$ cat config.mk
export PLATFORM = sky130hd
export DESIGN_NAME = string_escape_decoder_core
export DESIGN_NICKNAME = d
export VERILOG_FILES = /design/src/sed_pkg.sv /design/src/string_escape_decoder_core.sv /design/src/sed_front.sv /design/src/sed_fifo.sv /design/src/sed_back.sv
export SDC_FILE = /design/constraint.sdc
export NUM_CORES = 1
export LEC_CHECK = 0
export BUFFER_PORTS_ARGS = -buffer_cell sky130_fd_sc_hd__buf_4
export CELL_PAD_IN_SITES_DETAIL_PLACEMENT = 1
export CELL_PAD_IN_SITES_GLOBAL_PLACEMENT = 1
export CORE_ASPECT_RATIO = 2
export CORE_MARGIN = 2
export CORE_UTILIZATION = 48
export DETAILED_ROUTE_END_ITERATION = 10
export HOLD_SLACK_MARGIN = 0.05
export PLACE_DENSITY = 0.77
export SYNTH_ARGS = -nofsm -noshare
export SYNTH_HDL_FRONTEND = slang
export SYNTH_SLANG_ARGS = --single-unit
$ cat constraint.sdc
create_clock -name clk -period 8.6 [get_ports clk]
set_input_delay 0.43 -clock clk [delete_from_list [all_inputs] [get_ports clk]]
set_output_delay 0.43 -clock clk [all_outputs]
set_load 0.005 [all_outputs]
$ cat src/sed_pkg.sv
`timescale 1ns / 1ps
`default_nettype none

package sed_pkg;

	localparam logic [3:0] MAX_HEX_DIGITS = 4'd8;
	localparam int NUM_PEND = 7;

	localparam logic [7:0] CH_BSL = 8'h5C;
	localparam logic [7:0] CH_N   = 8'h6E;
	localparam logic [7:0] CH_T   = 8'h74;
	localparam logic [7:0] CH_R   = 8'h72;
	localparam logic [7:0] CH_A   = 8'h61;
	localparam logic [7:0] CH_B   = 8'h62;
	localparam logic [7:0] CH_F   = 8'h66;
	localparam logic [7:0] CH_V   = 8'h76;
	localparam logic [7:0] CH_X   = 8'h78;
	localparam logic [7:0] CH_LU  = 8'h75;
	localparam logic [7:0] CH_UU  = 8'h55;
	localparam logic [7:0] CH_0   = 8'h30;
	localparam logic [7:0] CH_9   = 8'h39;
	localparam logic [7:0] CH_LA  = 8'h61;
	localparam logic [7:0] CH_LF  = 8'h66;
	localparam logic [7:0] CH_UA  = 8'h41;
	localparam logic [7:0] CH_UF  = 8'h46;

	localparam logic [7:0] BY_LF  = 8'h0A;
	localparam logic [7:0] BY_TAB = 8'h09;
	localparam logic [7:0] BY_CR  = 8'h0D;
	localparam logic [7:0] BY_BEL = 8'h07;
	localparam logic [7:0] BY_BS  = 8'h08;
	localparam logic [7:0] BY_FF  = 8'h0C;
	localparam logic [7:0] BY_VT  = 8'h0B;

	typedef enum logic [1:0] {
		CMD_BYTE,
		CMD_UTF8,
		CMD_FLUSH
	} cmd_kind_t;

	typedef logic [NUM_PEND-1:0][7:0] digits_t;

	typedef struct packed {
		cmd_kind_t   kind;
		logic [7:0]  byte_v;
		logic [7:0]  letter;
		digits_t     digits;
		logic        tail;
		logic [3:0]  cnt;
		logic [20:0] cp;
		logic        last;
	} cmd_t;

	// {valid, value}
	function automatic logic [4:0] hex_decode(input logic [7:0] c);
		logic [4:0] r;
		r = '0;
		if (c >= CH_0 && c <= CH_9) begin
			r = {1'b1, 4'(c - CH_0)};
		end else if (c >= CH_LA && c <= CH_LF) begin
			r = {1'b1, 4'(c - CH_LA + 8'd10)};
		end else if (c >= CH_UA && c <= CH_UF) begin
			r = {1'b1, 4'(c - CH_UA + 8'd10)};
		end
		return r;
	endfunction

	function automatic logic [3:0] clamp_digits(input logic [3:0] n);
		return (n > MAX_HEX_DIGITS) ? MAX_HEX_DIGITS : n;
	endfunction

	function automatic logic [3:0] utf8_len(input logic [31:0] cp);
		logic [3:0] r;
		if (cp <= 32'h7F) begin
			r = 4'd1;
		end else if (cp <= 32'h7FF) begin
			r = 4'd2;
		end else if (cp <= 32'hFFFF) begin
			r = 4'd3;
		end else begin
			r = 4'd4;
		end
		return r;
	endfunction

endpackage

`default_nettype wire

$ cat src/string_escape_decoder_core.sv
`timescale 1ns / 1ps
`default_nettype none

// Decodes the inner bytes of a quoted string, one byte per input beat.
// s_tuser high selects escape decoding (\n \t \r \a \b \f \v, \xHH,
// \uHHHH, \UHHHHHHHH as UTF-8); low passes bytes through. s_tlast marks the
// final byte of the string. An input beat yields zero to nine output beats;
// m_tuser marks the last output beat of each input beat and m_tlast the
// last output beat of the string. The front decoder takes one input beat
// per cycle while the two-entry command queue has room; the back end emits
// one output byte per cycle while the output is not stalled, and a burst of
// multi-byte results throttles input once the queue fills.
module string_escape_decoder_core (
	input  logic        clk,
	input  logic        arst_n,
	input  logic        s_tvalid,
	output logic        s_tready,
	input  logic [7:0]  s_tdata,   // [7:0] char_byte
	input  logic        s_tlast,
	input  logic        s_tuser,   // [0] escapes_on
	output logic        m_tvalid,
	input  logic        m_tready,
	output logic [7:0]  m_tdata,   // [7:0] out_byte
	output logic        m_tlast,
	output logic        m_tuser    // [0] run_last
);
	import sed_pkg::*;

	cmd_t cmd;
	cmd_t head;
	logic push;
	logic pop;
	logic q_full;
	logic q_empty;

	sed_front u_front (
		.clk        (clk),
		.arst_n     (arst_n),
		.in_valid   (s_tvalid),
		.in_ready   (s_tready),
		.char_byte  (s_tdata),
		.last_char  (s_tlast),
		.escapes_on (s_tuser),
		.q_full     (q_full),
		.push       (push),
		.cmd        (cmd)
	);

	sed_fifo u_fifo (
		.clk     (clk),
		.arst_n  (arst_n),
		.push    (push),
		.wr_data (cmd),
		.pop     (pop),
		.rd_data (head),
		.full    (q_full),
		.empty   (q_empty)
	);

	sed_back u_back (
		.clk        (clk),
		.arst_n     (arst_n),
		.q_empty    (q_empty),
		.head       (head),
		.pop        (pop),
		.out_valid  (m_tvalid),
		.out_ready  (m_tready),
		.out_byte   (m_tdata),
		.run_last   (m_tuser),
		.string_end (m_tlast)
	);

`ifndef SYNTHESIS
	a_no_overflow: assert property (@(posedge clk) disable iff (!arst_n)
		!(push && q_full)) else $error("command queue overflow");

	a_no_underflow: assert property (@(posedge clk) disable iff (!arst_n)
		!(pop && q_empty)) else $error("command queue underflow");

	a_end_is_run_last: assert property (@(posedge clk) disable iff (!arst_n)
		(m_tvalid && m_tlast) |-> m_tuser) else $error("string end inside a run");

	a_push_cnt: assert property (@(posedge clk) disable iff (!arst_n)
		push |-> (cmd.cnt != 4'd0 && cmd.cnt <= 4'd9)) else $error("bad result count");
`endif

endmodule

`default_nettype wire

$ cat src/sed_front.sv
`timescale 1ns / 1ps
`default_nettype none

module sed_front (
	input  logic         clk,
	input  logic         arst_n,
	input  logic         in_valid,
	output logic         in_ready,
	input  logic [7:0]   char_byte,
	input  logic         last_char,
	input  logic         escapes_on,
	input  logic         q_full,
	output logic         push,
	output sed_pkg::cmd_t cmd
);
	import sed_pkg::*;

	typedef enum logic [2:0] {
		PH_IDLE = 3'b001,
		PH_BSL  = 3'b010,
		PH_HEX  = 3'b100
	} phase_t;

	phase_t      phase_q, phase_d;
	logic [7:0]  letter_q, letter_d;
	logic [3:0]  wanted_q, wanted_d;
	logic [2:0]  seen_q, seen_d;
	logic [31:0] acc_q, acc_d;
	digits_t     pend_q;
	logic        pend_we;
	logic        gen;
	logic        accept;
	logic [4:0]  hx;
	logic [31:0] acc_n;

	assign in_ready = !q_full;
	assign accept   = in_valid && !q_full;
	assign push     = accept && gen;
	assign hx       = hex_decode(char_byte);
	assign acc_n    = {acc_q[27:0], hx[3:0]};

	always_comb begin
		phase_d    = phase_q;
		letter_d   = letter_q;
		wanted_d   = wanted_q;
		seen_d     = seen_q;
		acc_d      = acc_q;
		pend_we    = 1'b0;
		gen        = 1'b0;
		cmd.kind   = CMD_BYTE;
		cmd.byte_v = char_byte;
		cmd.letter = letter_q;
		cmd.digits = pend_q;
		cmd.tail   = 1'b0;
		cmd.cnt    = 4'd1;
		cmd.cp     = acc_n[20:0];
		cmd.last   = last_char;
		case (phase_q)
			PH_BSL: begin
				phase_d = PH_IDLE;
				gen     = 1'b1;
				case (char_byte)
					CH_N: cmd.byte_v = BY_LF;
					CH_T: cmd.byte_v = BY_TAB;
					CH_R: cmd.byte_v = BY_CR;
					CH_A: cmd.byte_v = BY_BEL;
					CH_B: cmd.byte_v = BY_BS;
					CH_F: cmd.byte_v = BY_FF;
					CH_V: cmd.byte_v = BY_VT;
					CH_X, CH_LU, CH_UU: begin
						if (!last_char) begin
							gen      = 1'b0;
							letter_d = char_byte;
							seen_d   = '0;
							acc_d    = '0;
							phase_d  = PH_HEX;
							if (char_byte == CH_X) begin
								wanted_d = clamp_digits(4'd2);
							end else if (char_byte == CH_LU) begin
								wanted_d = clamp_digits(4'd4);
							end else begin
								wanted_d = clamp_digits(4'd8);
							end
						end
					end
					default: cmd.byte_v = char_byte;
				endcase
			end
			PH_HEX: begin
				if (hx[4]) begin
					acc_d = acc_n;
					if (({1'b0, seen_q} + 4'd1) >= wanted_q) begin
						gen     = 1'b1;
						phase_d = PH_IDLE;
						seen_d  = '0;
						if (letter_q == CH_X) begin
							cmd.byte_v = acc_n[7:0];
						end else begin
							cmd.kind = CMD_UTF8;
							cmd.cnt  = utf8_len(acc_n);
						end
					end else if (last_char) begin
						gen      = 1'b1;
						phase_d  = PH_IDLE;
						seen_d   = '0;
						cmd.kind = CMD_FLUSH;
						cmd.tail = 1'b1;
						cmd.cnt  = {1'b0, seen_q} + 4'd2;
					end else begin
						pend_we = 1'b1;
						seen_d  = seen_q + 3'd1;
					end
				end else begin
					gen      = 1'b1;
					phase_d  = PH_IDLE;
					seen_d   = '0;
					cmd.kind = CMD_FLUSH;
					if (escapes_on && char_byte == CH_BSL && !last_char) begin
						phase_d = PH_BSL;
						cmd.cnt = {1'b0, seen_q} + 4'd1;
					end else begin
						cmd.tail = 1'b1;
						cmd.cnt  = {1'b0, seen_q} + 4'd2;
					end
				end
			end
			default: begin
				phase_d = PH_IDLE;
				if (escapes_on && char_byte == CH_BSL && !last_char) begin
					phase_d = PH_BSL;
				end else begin
					gen = 1'b1;
				end
			end
		endcase
		if (last_char) begin
			phase_d = PH_IDLE;
		end
	end

	always_ff @(posedge clk or negedge arst_n) begin
		if (!arst_n) begin
			phase_q  <= PH_IDLE;
			letter_q <= '0;
			wanted_q <= '0;
			seen_q   <= '0;
			acc_q    <= '0;
		end else if (accept) begin
			phase_q  <= phase_d;
			letter_q <= letter_d;
			wanted_q <= wanted_d;
			seen_q   <= seen_d;
			acc_q    <= acc_d;
		end
	end

	always_ff @(posedge clk) begin
		for (int i = 0; i < NUM_PEND; i++) begin
			if (accept && pend_we && seen_q == 3'(i)) begin
				pend_q[i] <= char_byte;
			end
		end
	end

endmodule

`default_nettype wire

$ cat src/sed_fifo.sv
`timescale 1ns / 1ps
`default_nettype none

module sed_fifo (
	input  logic          clk,
	input  logic          arst_n,
	input  logic          push,
	input  sed_pkg::cmd_t wr_data,
	input  logic          pop,
	output sed_pkg::cmd_t rd_data,
	output logic          full,
	output logic          empty
);
	import sed_pkg::*;

	cmd_t       mem_q [2];
	logic       wr_ptr_q;
	logic       rd_ptr_q;
	logic [1:0] count_q;

	assign full    = count_q == 2'd2;
	assign empty   = count_q == 2'd0;
	assign rd_data = mem_q[rd_ptr_q];

	always_ff @(posedge clk or negedge arst_n) begin
		if (!arst_n) begin
			wr_ptr_q <= 1'b0;
			rd_ptr_q <= 1'b0;
			count_q  <= '0;
		end else begin
			if (push) begin
				wr_ptr_q <= !wr_ptr_q;
			end
			if (pop) begin
				rd_ptr_q <= !rd_ptr_q;
			end
			if (push && !pop) begin
				count_q <= count_q + 2'd1;
			end else if (pop && !push) begin
				count_q <= count_q - 2'd1;
			end
		end
	end

	always_ff @(posedge clk) begin
		if (push) begin
			mem_q[wr_ptr_q] <= wr_data;
		end
	end

endmodule

`default_nettype wire

$ cat src/sed_back.sv
`timescale 1ns / 1ps
`default_nettype none

module sed_back (
	input  logic          clk,
	input  logic          arst_n,
	input  logic          q_empty,
	input  sed_pkg::cmd_t head,
	output logic          pop,
	output logic          out_valid,
	input  logic          out_ready,
	output logic [7:0]    out_byte,
	output logic          run_last,
	output logic          string_end
);
	import sed_pkg::*;

	logic [3:0] idx_q;
	logic       ov_q;
	logic       step;
	logic       fin;
	logic [7:0] sel;
	logic [7:0] lead;
	logic [1:0] sh;
	logic [5:0] six;
	logic [2:0] dsel;

	assign step      = !q_empty && (!ov_q || out_ready);
	assign fin       = idx_q == (head.cnt - 4'd1);
	assign pop       = step && fin;
	assign out_valid = ov_q;
	assign sh        = 2'(head.cnt - 4'd1 - idx_q);
	assign dsel      = 3'(idx_q - 4'd1);

	always_comb begin
		case (head.cnt)
			4'd1:    lead = {1'b0, head.cp[6:0]};
			4'd2:    lead = {3'b110, head.cp[10:6]};
			4'd3:    lead = {4'b1110, head.cp[15:12]};
			default: lead = {5'b11110, head.cp[20:18]};
		endcase
		case (sh)
			2'd0:    six = head.cp[5:0];
			2'd1:    six = head.cp[11:6];
			default: six = head.cp[17:12];
		endcase
		case (head.kind)
			CMD_UTF8: begin
				sel = (idx_q == 4'd0) ? lead : {2'b10, six};
			end
			CMD_FLUSH: begin
				if (idx_q == 4'd0) begin
					sel = head.letter;
				end else if (head.tail && fin) begin
					sel = head.byte_v;
				end else begin
					sel = head.digits[dsel];
				end
			end
			default: sel = head.byte_v;
		endcase
	end

	always_ff @(posedge clk or negedge arst_n) begin
		if (!arst_n) begin
			idx_q <= '0;
			ov_q  <= 1'b0;
		end else if (step) begin
			idx_q <= fin ? 4'd0 : idx_q + 4'd1;
			ov_q  <= 1'b1;
		end else if (out_ready) begin
			ov_q <= 1'b0;
		end
	end

	always_ff @(posedge clk) begin
		if (step) begin
			out_byte   <= sel;
			run_last   <= fin;
			string_end <= fin && head.last;
		end
	end

endmodule

`default_nettype wire

Yosys cells after proc, flatten, opt, wreduce, memory -nomap -nowiden. Memory sizes are Yosys's and may differ from the RTL's. Index checks and enable logic that the tools add are counted.

Memories kept: 1. Bits in registers: 121. Word-level logic and storage cells: 187. Memory bits (writable): 202. Output and inout port bits: 12. Input port bits: 14.

Memories: u_fifo.mem_q (depth 2, width 101, rd ports 1, clocked after Yosys merged registers in 0, write ports 1, line sed_fifo.sv:16) `cmd_t mem_q [2];`.

$add $sub $neg: 14. Bitwise gates (word level): 1. Equal/unequal tests: 32. Muxes and demuxes: 66. Reduce and logical (&&, ||, !) cells: 42. $lt $le $gt $ge: 11.

Operators by type and width (count): $eq A8 B7 Y1 const B (12); $mux W28 (3); $mux W8 (7); $pmux W28 S2 (1); $pmux W8 S7 (1); $le A32 B11 Y1 const B (1); $le A32 B16 Y1 const B (1); $le A32 B7 Y1 const B (1); $mux W4 (8); $pmux W8 S2 (2); $mux W3 (10); $mux W5 (6); $bmux W8 S3 (1); $pmux W8 S3 (1); $logic_and A1 B1 Y1 (21); $ge A8 B7 Y1 const B (2); $le A8 B7 Y1 const B (2); $sub A4 B1 Y4 const B (4); $mux W1 (15); $mux W2 (7); $eq A3 B3 Y1 const B (4); $pmux W3 S2 (2); $pmux W6 S2 (1); $eq A3 B2 Y1 const B (3); other kinds (34) (50).

Logic depth before layout (Yosys ltp). Gate-level depths: netlist of the first run.

Depth after elaboration: 13. Depth in mapped cells: 17. Mapped depth without buffers: 13.

By module. A second synthesis of the first run with hierarchy kept.

Cell total of the unflattened synthesis: 906. Area total of the unflattened synthesis: 14316.2 µm².

By module, submodules not included: sed_fifo (area an instance 7797.5 µm², sequential area each 6165.9 µm², cells each 330, times used 1); sed_front (area an instance 4679.5 µm², sequential area each 2808.9 µm², cells each 363, times used 1); sed_back (area an instance 1839.3 µm², sequential area each 425.4 µm², cells each 213, times used 1).

Least setup slack after synthesis of the first run. Ideal clock, no wire load.

Kind: register to register. Start: register u_front.seen_q[0]. End: memory u_fifo.mem_q[0][0] (netlist bit), enable pin. Required time: 8.026 ns. Clock period less this slack: 7.185 ns. Cell stages (with the launch flop): 11. Setup slack: 1.415 ns. Arrival: 6.611 ns. Buffers on the path: 0. Library setup time: 0.574 ns. Cells stage by stage: dfrtp_1 -> ha_1 -> ha_1 -> inv_1 -> ha_1 -> nand2_1 -> o21ai_0 -> nor2_1 -> a21o_1 -> a21oi_2 -> nor2b_1.

Word-level cells in the longest chain between the ends: 8.

Ends and longest elaborated chain: start, declared (line sed_front.sv:27) `logic [2:0] seen_q, seen_d;`; start signal, assigned (line sed_front.sv:152) `seen_q <= seen_d;`; $add A3 B1 Y4 (line sed_front.sv:92) `if (({1'b0, seen_q} + 4'd1) >= wanted_q) begin`; $ge A4 B4 Y1 (line sed_front.sv:92); $mux W1 (line sed_front.sv:92); $mux W1 (line sed_front.sv:90) `if (hx[4]) begin`; $pmux W1 S2 (line sed_front.sv:58) `case (phase_q)`; $logic_and A1 B1 Y1 (line sed_front.sv:38) `assign push = accept && gen;`; via push (line string_escape_decoder_core.sv:31) `logic push;`; $mux W1 (line sed_fifo.sv:46) `if (push) begin`; $mux W1 (implied by the code) (line sed_fifo.sv:47) `mem_q[wr_ptr_q] <= wr_data;`; end, declared (line sed_fifo.sv:16).

The timed path passes the listed nets, and every way through them passes these cells.

Worst setup path in the final report of the first run.
Start: register u_front.seen_q[0]. End: memory u_fifo.mem_q[0][61] (netlist bit), enable pin.

The elaborated chain is that of the path after synthesis.

==> results of run 1 <==
==> cell type report <==
cell class                      instances  area [sq um]
Timing Repair Buffer                   35         265.3
Multi-Input combinational cell        519          4124
Clock buffer                           37         754.5
Tap cell                              360         450.4
Inverter                               23         86.33
Sequential cell                       322          9404
Fill cell                            2733         13370
Clock inverter                         14         170.2
==> cell usage in the layout, fill, tap and decap left out, types with 11 or more instances in the layout <==
master and instances:
a211oi_1 12, buf_4 34, o31ai_1 32, a21oi_1 25, nor2_1 31, mux2i_1 41, inv_1 21, nor3_1 11
dfrtp_1 52, o21ai_0 51, mux4_2 30, ha_1 23, and3_1 11, clkbuf_16 28, xnor2_1 11, nand2_1 62
mux2_2 19, edfxtp_1 268
==> metal layers <==
layer  vias to the layer above  part of all wire (%)  track usage (%)
met5                         -                     0                0
met4                         0                   5.0            10.71
met3                        81                   4.0            3.008
met2                       190                    51            36.92
met1                      4014                    40            28.36
li1                       3596                     -                -
==> flip-flops by register name, summed over array words and instances, names as in the netlist <==
name,cells
u_back.out_byte,8
u_back.idx_q,4
u_front.letter_q,8
u_back.out_valid,1
u_fifo.count_q,2
u_fifo.wr_ptr_q,1
u_front.seen_q,3
u_front.cmd,56
u_front.phase_q,3
u_back.string_end,1
u_fifo.rd_ptr_q,1
u_fifo.mem_q,202
u_front.wanted_q,3
u_front.acc_q,28
u_back.run_last,1
==> path summary, 6_finish.rpt <==
check	start	endpoint	slack, ps
max	u_front.seen_q[0]	u_fifo.mem_q[0][61]	4080
min	m_tready	u_back.out_valid	130
max reg2reg	u_front.seen_q[0]	u_fifo.mem_q[0][61]	4080
min reg2reg	u_front.cmd[47]	u_fifo.mem_q[0][47]	450
max in group asynchronous	arst_n	u_fifo.rd_ptr_q	7530
min in group asynchronous	arst_n	u_front.letter_q[5]	450
==> where the power goes <==
| group | switching, mW | internal (mW) | total [mW] |
|---|---|---|---|
| combinational | 0.887 | 0.594 | 1.48 |
| sequential | 0.145 | 2.01 | 2.15 |
| clock | 0.558 | 0.711 | 1.27 |
| total | 1.59 | 3.31 | 4.90 |
==> stage by stage <==
stage,hold slack (ps),std cells
floorplan,134.4,913
global placement,422.9,1258
detailed placement,430.7,1258
CTS,111.4,1310
global route,136.2,1310
finish,132.5,1310
==> cells by family (layout without fill, tap and decap cells) <==
family,Yosys count,count (layout)
flops,322,322
mux,92,92
buf+inv,72,109
simple gates,188,188
xor+xnor,16,16
compound gates,200,200
fa+ha+maj,23,23
==> critical path, cell delays in order (launching register included) <==
cell and delay, ps:
dfrtp_1 470, ha_1 250, ha_1 320, inv_1 70, ha_1 280, nand2_1 50, o21ai_0 490, nor2_1 160
a21o_1 220, a21oi_2 230, nor2b_4 630, buf_4 900
==> summary.md, run 1 <==
| Metric | Value |
|---|---|
| Vias after detailed routing | 7881 |
| Area grow syn2layout | 10.11% |
| Resize count post-CTS | 0 |
| Final Skew | 23.45 ps |
| I/O Buffers | 25 |
| Multiplexer area fraction after synthesis | 9.573% |
| Post-synth top cells | edfxtp_1 (268), nand2_1 (62), dfrtp_1 (53) |
| Core Util, Final | 53.29% |
| Initial antenna violation count | 0 |
| Worst-Skew Late Latency | 580 ps |
| CP Class | reg2reg |
| Share of layout cells above drive strength 1 | 15.16% |
| Vias in the first global route | 8652 |
| Largest net degree at the start of global routing | 79 |
| Minimum clock period | 4524 ps |
| Synth Flop Type | edfxtp_1 |
| EDFF count, synth | 268 |
| Post-synth ARST share | 16.77% |
| CTS tree | built |
| Final setup fails | 0 |
| Antenna viol nets, final | 0 |
| Fmax achieved | 221.0 MHz |
| Synthesized area | 13850 sq um |
| Final Max Slew Viols | 0 |
| Clock buffer depth | 3 |
| Synth Area in XOR/XNOR | 1.011% |
| Cells on Worst Hold Path | 3 |
| GRT Resource Usage Total | 22.21% |
| Standard-cell rows | 88 |
| Area fraction in and, or, nand and nor cells after synthesis | 7.216% |
| Crit path launch type | register |
| Actual slew at the worst max-slew pin | 1154 ps |
| Yosys reg bits | 322 |
| Final Net Count | 966 |
| Clock sink count | 322 |
| Final Power | 4.902 mW |
| Leak | 5.356 nW |
| CTS hold repair buffers | 1 |
| Post-route clock period utilization | 52.61% |
| VDD IR max | 0.1937 mV |
| DR DRC count | 0 |
| Worst EP arrival | 4720 ps |
| Synth Instances | 913 |
| Initial core utilization | 48.40% |
| Setup slack after placement | 4048 ps |
| Hold violation count in the final report | 0 |
| Global route total overflow | 0 |
| Placed Area | 14320 sq um |
| Syn_nets | 950 |
| Avg Inst Size Synth | 15.17 sq um |
| Die area | 30320 sq um |
| Root buffer cell | clkbuf_16 |
| Most frequent cell after synthesis | edfxtp_1 |
| Clock transition at the registers of the reported paths | 60 ps |
| Crit path max fanout | 78 |
| Status | completed |
| Synth top area cells | edfxtp_1 (58%), dfrtp_1 (9.6%), mux4_2 (4.9%) |
| Placeable Area | 28630 sq um |
| Sequential area share after synthesis | 67.85% |
| Leading area contributor after synthesis | edfxtp_1 |
| Initial DRC count | 571 |
| Setup TNS | 0 ps |
| R2r worst-path depth | 11 |
| Final wirelength | 31980 microns |
| Crit path capture type | register |
| Tightest Hold Check Type | in2reg |
| Postcts setup bufs | 0 |
| Die width | 124.1 microns |
| Wire length per cell | 24.41 microns |
| H-tree depth | 1 |
| Via density | 6.016 |
| Final std cell area, no fill | 15250 sq um |
| Slew headroom | 22.87% |
| Largest family of logic cells by synthesized area | compound AO/OA/AOI/OAI gates |
| Synth Warn # | 0 |
| Chip Height | 244.3 microns |
| RSZ-0062 raised after global routing | no |
| Cell variety after synth | 71 |
| Adder-Cell Fraction of Synth Area | 2.077% |
| Max Cap Viol | 0 |
| Top-Level Pins | 26 |
| Final worst slack | 4076 ps |
| Synth Area in Compound Gates | 9.690% |
| Req. time, crit path | 8790 ps |
| Drt first pass iters | 4 |
| Num CTS Buffers | 28 |
| HPWL after DPL | 21440 microns |
| Yosys top cell area share | 58.09% |
| Power density cells | 321.4 nW/um^2 |
| Gpl congestion | 0.8799 |
| ANT cells | 0 |
| First-pass GRT wire length | 50280 microns |
(Power assumes the default switching activity.)
==> run 2, diff against run 1 <==
==> constraint.sdc (replaced) <==
create_clock -name clk -period 4.59 [get_ports clk]
set_input_delay 0.2295 -clock clk [delete_from_list [all_inputs] [get_ports clk]]
set_output_delay 0.2295 -clock clk [all_outputs]
set_load 0.005 [all_outputs]
==> run 2 against run 1 <==
Net effect: first-iteration DRC count rose by 0.88%; cell count increased by 1.2%; clock skew shrank 14 ps; critical path type unchanged; highest routed layer unchanged; die area is the same; power rose by 89%; final area grew 1.1%; largest cell class unchanged; worst setup slack worse by 3400 ps.
==> summary.md, run 2 (synthesized netlist as in run 1, its figures left out) <==
| Metric | Value |
|---|---|
| Status | completed |
| Cells on Worst Hold Path | 1 |
| Final worst slack | 707.9 ps |
| Hold_ws | 87.26 ps |
| Final Skew | 9.298 ps |
| Global route total overflow | 0 |
| VDD IR max | 0.3221 mV |
| Clock transition at the registers of the reported paths | 70 ps |
| Slew headroom | 24.50% |
| CP Class | reg2reg |
| Power density cells | 600.0 nW/um^2 |
| Largest net degree at the start of global routing | 57 |
| I/O Buffers | 25 |
| Worst EP arrival | 4100 ps |
| Drt first pass iters | 5 |
| Crit path max-delay family | compound AO/OA/AOI/OAI gates |
| Resize count post-CTS | 0 |
| R2r worst-path depth | 11 |
| Max Cap Viol | 0 |
| Root buffer cell | clkbuf_16 |
| Crit path max fanout | 39 |
| Crit path cell chain | ha_1, ha_1, inv_1, ha_1, nand2_1, o21ai_0, nor2_1, a21o_1, a21oi_2, and2_4, buf_4 |
| Setup slack after placement | 751.0 ps |
| RSZ-0062 raised after global routing | no |
| Minimum clock period | 3882 ps |
| Setup slack, reg-to-reg | 710 ps |
| R2R Path Start | u_front.seen_q[0] |
| Clock buffer depth | 3 |
| Post-route clock period utilization | 84.58% |
| Setup TNS | 0 ps |
| CTS tree | built |
| Highest routing layer actually used | met4 |
| Via density | 6.056 |
| Num CTS Buffers | 29 |
| Fmax achieved | 257.6 MHz |
| Worst-Skew Late Latency | 560 ps |
| Most used cell, CP | ha_1 |
| Leak | 5.449 nW |
| Buf+Inv Stages, Crit Path | 2 |
| ANT cells | 0 |
| CP peak stage delay | 560 ps |
| Final setup fails | 0 |
| Most common cell after layout, fill and taps aside | edfxtp_1 |
| Most flop-heavy register | u_fifo.mem_q |
| Die width | 124.1 microns |
| Placeable Area | 28630 sq um |
| Initial antenna violation count | 0 |
| Wire length per cell | 24.37 microns |
| WL met3 | 1069 microns |
| Vias after detailed routing | 8030 |
| Final Power | 9.256 mW |
| Req. time, crit path | 4810 ps |
| Postcts setup bufs | 0 |
| Crit path launch type | register |
| RR Endpoint | u_fifo.mem_q[1][29] |
| Top-Level Pins | 26 |
| HP Start | s_tdata[5] |
| Met1 Routed Length | 13500 microns |
| Clock sink count | 322 |
| Vias in the first global route | 8555 |
| Final Max Slew Viols | 0 |
| Actual slew at the worst max-slew pin | 1130 ps |
| Slowest cell on the critical path | and2_4 |
| Most frequent cells in the layout | edfxtp_1 (268), nand2_1 (62), dfrtp_1 (52), o21ai_0 (51), mux2i_1 (41) |
| Area grow syn2layout | 11.34% |
| Wire length on met2 | 16600 microns |
| Initial core utilization | 48.40% |
| Final wirelength | 32310 microns |
| Hold violation count in the final report | 0 |
| Initial DRC count | 576 |
| CTS hold repair buffers | 8 |
| Regs by FF count | u_fifo.mem_q: 202 flops, u_front.cmd: 56 flops, u_front.acc_q: 28 flops |
| Max FFs per register | 202 |
| Antenna viol nets, final | 0 |
| Standard-cell rows | 88 |
| HPWL after DPL | 22340 microns |
| Crit path capture type | register |
| DR DRC count | 0 |
| Share of layout cells above drive strength 1 | 16.15% |
| H-tree depth | 1 |
| First-pass GRT wire length | 50450 microns |
| Worst hold endpoint | u_front.cmd[80] |
| Chip Height | 244.3 microns |
| Tightest Hold Check Type | in2reg |
| Core Util, Final | 53.89% |
| GRT Resource Usage Total | 22.07% |
| Final Net Count | 981 |
| Gpl congestion | 0.9057 |
| Die area | 30320 sq um |
## run 2: changes by cell type in the layout (fill, tap and decap cells not counted)
| cell | before | now |
|---|---|---|
| clkbuf_1 | 7 | 3 |
| dlygate4sd3_1 | 1 | 8 |
| inv_6 | 0 | 1 |
| clkinvlp_4 | 2 | 1 |
| clkinv_4 | 0 | 2 |
| clkbuf_8 | 2 | 1 |
| clkinv_1 | 5 | 6 |
| clkinv_2 | 4 | 8 |
| clkbuf_16 | 28 | 31 |
| bufinv_16 | 3 | 1 |
| clkinv_16 | 1 | 0 |
| buf_4 | 34 | 37 |
| buf_12 | 0 | 4 |
## run 2: power by group
| group | total (mW) | switching [mW] | internal [mW] |
|---|---|---|---|
| clock network | 2.34 | 1.04 | 1.30 |
| registers | 3.97 | 0.216 | 3.75 |
| logic | 2.95 | 1.75 | 1.19 |
| total | 9.26 | 3.01 | 6.24 |
## run 2: worst reg2reg max path, delay by kind of cell (launching register included)
kind,cells,cell delay [ps]
adders and majority gates,3,820
DFF,1,460
AOI/OAI and AO/OA,3,960
and+or+nand+nor,3,780
buffers and inverters,2,520
## run 2: worst max-delay path by stage
stage / start / end / cells past startpoint
after floorplan: u_front.seen_q[0] / u_fifo.mem_q[0][0] / 10
after global placement: u_front.seen_q[0] / u_fifo.mem_q[1][45] / 11
after detailed placement: u_front.seen_q[0] / u_fifo.mem_q[1][53] / 11
after CTS: u_front.seen_q[0] / u_fifo.mem_q[1][29] / 11
after global routing: u_front.seen_q[0] / u_fifo.mem_q[1][45] / 11
final: u_front.seen_q[0] / u_fifo.mem_q[1][29] / 11
## run 2: area by class of cell
| cell class | instances | area (sq um) |
|---|---|---|
| inverter | 23 | 86.33 |
| timing repair buffer | 49 | 437.9 |
| clock inverter | 18 | 122.6 |
| multi-input combinational | 519 | 4124 |
| fill | 2725 | 13200 |
| sequential | 322 | 9404 |
| tap | 360 | 450.4 |
| clock buffer | 35 | 800.8 |
## run 2: metrics by stage
step	std cells	instance area, sq um
floorplan	913	13860
global placement	1265	14420
detailed placement	1265	14420
CTS	1326	15430
global route	1326	15430
finish	1326	15430
## run 2: per-layer routing
| metal | vias up | global-route usage [%] |
|---|---|---|
| met5 | - | 0 |
| met4 | 0 | 8.526 |
| met3 | 66 | 2.029 |
| met2 | 179 | 37.19 |
| met1 | 4162 | 29.36 |
| li1 | 3623 | - |
==> run 3, diff against run 2 <==
==> constraint.sdc (replaced) <==
create_clock -name clk -period 4 [get_ports clk]
set_input_delay 0.2 -clock clk [delete_from_list [all_inputs] [get_ports clk]]
set_output_delay 0.2 -clock clk [all_outputs]
set_load 0.005 [all_outputs]
==> run 3 against run 2 <==
Net effect: global-route usage is 0.37 points higher; register-to-register slack worse by 140 ps; sequential cell count stayed put; clock skew is 11 ps higher; critical path depth is 3 lower; worst setup slack worse by 140 ps; cell count is 0.15% higher; final area is 0.15% higher; sequential power is 14% higher; critical path type unchanged; critical endpoint is now u_back.out_byte[2]; highest routed layer unchanged.
==> summary.md, run 3 (synthesized netlist as in run 1, its figures left out) <==
| Metric | Value |
|---|---|
| Slew headroom | 38.43% |
| Crit path max fanout | 11 |
| Root buffer cell | clkbuf_16 |
| Hold violation count in the final report | 0 |
| Max FFs per register | 202 |
| ANT cells | 0 |
| Actual slew at the worst max-slew pin | 917.0 ps |
| Gpl congestion | 0.9101 |
| Leak | 5.450 nW |
| Largest net degree at the start of global routing | 64 |
| Max Cap Viol | 0 |
| CP peak stage delay | 750 ps |
| Most common cell after layout, fill and taps aside | edfxtp_1 |
| RSZ-0062 raised after global routing | no |
| Most frequent cells in the layout | edfxtp_1 (268), nand2_1 (62), dfrtp_1 (52), o21ai_0 (50) |
| Area grow syn2layout | 11.51% |
| I/O Buffers | 25 |
| Num CTS Buffers | 28 |
| Initial antenna violation count | 0 |
| Setup slack after placement | 672.1 ps |
| HPWL after DPL | 22550 microns |
| Drt first pass iters | 5 |
| CP Class | reg2reg |
| Top-Level Pins | 26 |
| Crit path max-delay family | XOR/XNOR gates |
| CTS tree | built |
| Fmax achieved | 291.0 MHz |
| Hold_ws | 61.62 ps |
| H-tree depth | 1 |
| Req. time, crit path | 4280 ps |
| Status | completed |
| Via density | 6.101 |
| Chip Height | 244.3 microns |
| Tightest Hold Check Type | in2reg |
| Most flop-heavy register | u_fifo.mem_q |
| Initial core utilization | 48.40% |
| Initial DRC count | 652 |
| Final Skew | 20.54 ps |
| Setup TNS | 0 ps |
| Crit path launch type | register |
| Final setup fails | 0 |
| Standard-cell rows | 88 |
| Final worst slack | 563.7 ps |
| Placeable Area | 28630 sq um |
| Slowest cell on the critical path | xnor2_1 |
| Final Power | 10.68 mW |
| Final Max Slew Viols | 0 |
| Share of layout cells above drive strength 1 | 15.91% |
| Post-route clock period utilization | 85.91% |
| Die area | 30320 sq um |
| Worst EP arrival | 3710 ps |
| Clock transition at the registers of the reported paths | 70 ps |
| Final Net Count | 985 |
| Wire length per cell | 24.93 microns |
| VDD IR max | 0.3643 mV |
| DR DRC count | 0 |
| Postcts setup bufs | 0 |
| Buf+Inv Stages, Crit Path | 0 |
| Global route total overflow | 0 |
| Final wirelength | 33110 microns |
| Power density cells | 691.1 nW/um^2 |
| Clock sink count | 322 |
| Die width | 124.1 microns |
| Minimum clock period | 3436 ps |
| Clock buffer depth | 3 |
| Antenna viol nets, final | 0 |
| Worst-Skew Late Latency | 560 ps |
| Vias in the first global route | 8491 |
| Crit path capture type | register |
| Regs by FF count | u_fifo.mem_q: 202 flops, u_front.cmd: 56 flops, u_front.acc_q: 28 flops |
| Core Util, Final | 53.97% |
| Crit path cell chain | mux2i_1, ha_1, xor2_1, xnor2_1, nor2_1, a21oi_1, o21ai_0, o311ai_0 |
| First-pass GRT wire length | 50720 microns |
| GRT Resource Usage Total | 22.45% |
| Vias after detailed routing | 8102 |
[run 3: cell types whose count changed in the layout (fill, tap and decap cells not counted), moves of 2 or more]
| cell | change |
|---|---|
| bufinv_16 | +3 |
| buf_4 | +4 |
| clkinv_4 | -2 |
| clkinv_1 | +2 |
| clkinv_2 | -4 |
| clkbuf_16 | -3 |
| dlygate4sd3_1 | +2 |
[run 3: through the flow]
stage | cell area [sq um] | std cells
2_1_floorplan | 13870 | 913
3_3_place_gp | 14440 | 1268
3_5_place_dp | 14440 | 1268
4_1_cts | 15450 | 1328
5_1_grt | 15450 | 1328
6_report | 15450 | 1328
[run 3: repair_timing]
| action | CTS | global route |
|---|---|---|
| hold endpoints to repair | 106 | 0 |
| hold buffers | 10 | 0 |
| resized for setup | 0 | 0 |
| setup endpoints to repair | 0 | 0 |
[run 3: layer usage]
layer / GRT usage [%] / part of all wire, % / vias to the layer above
met1: 30.45 / 42 / 4173
met5: 0 / 0 / -
li1: - / - / 3628
met3: 2.449 / 4.2 / 70
met2: 36.77 / 50 / 231
met4: 9.022 / 4.1 / 0
[run 3: report_power, final]
part	switching, mW	internal [mW]
sequential	0.214	4.31
clock	1.18	1.54
combinational	2.06	1.37
[run 3: worst paths after layout]
path                            startpoint                  end  slack, ps  cells past startpoint
max in group asynchronous           arst_n      u_fifo.rd_ptr_q       3210                      2
min in group asynchronous           arst_n      u_back.idx_q[1]        220                      2
max reg2reg                u_fifo.rd_ptr_q   u_back.out_byte[2]        560                      8
min reg2reg                u_front.cmd[81]  u_fifo.mem_q[0][81]        450                      0
max                        u_fifo.rd_ptr_q   u_back.out_byte[2]        560                      8
min                             s_tdata[2]      u_front.cmd[53]         60                      1
[run 3: cell type report]
cell class / instances / area, sq um
tap: 360 / 450.4
clock inverter: 18 / 197.7
inverter: 23 / 86.33
timing repair buffer: 54 / 467.9
sequential: 322 / 9404
clock buffer: 32 / 715.7
fill: 2708 / 13180
multi-input combinational: 519 / 4128
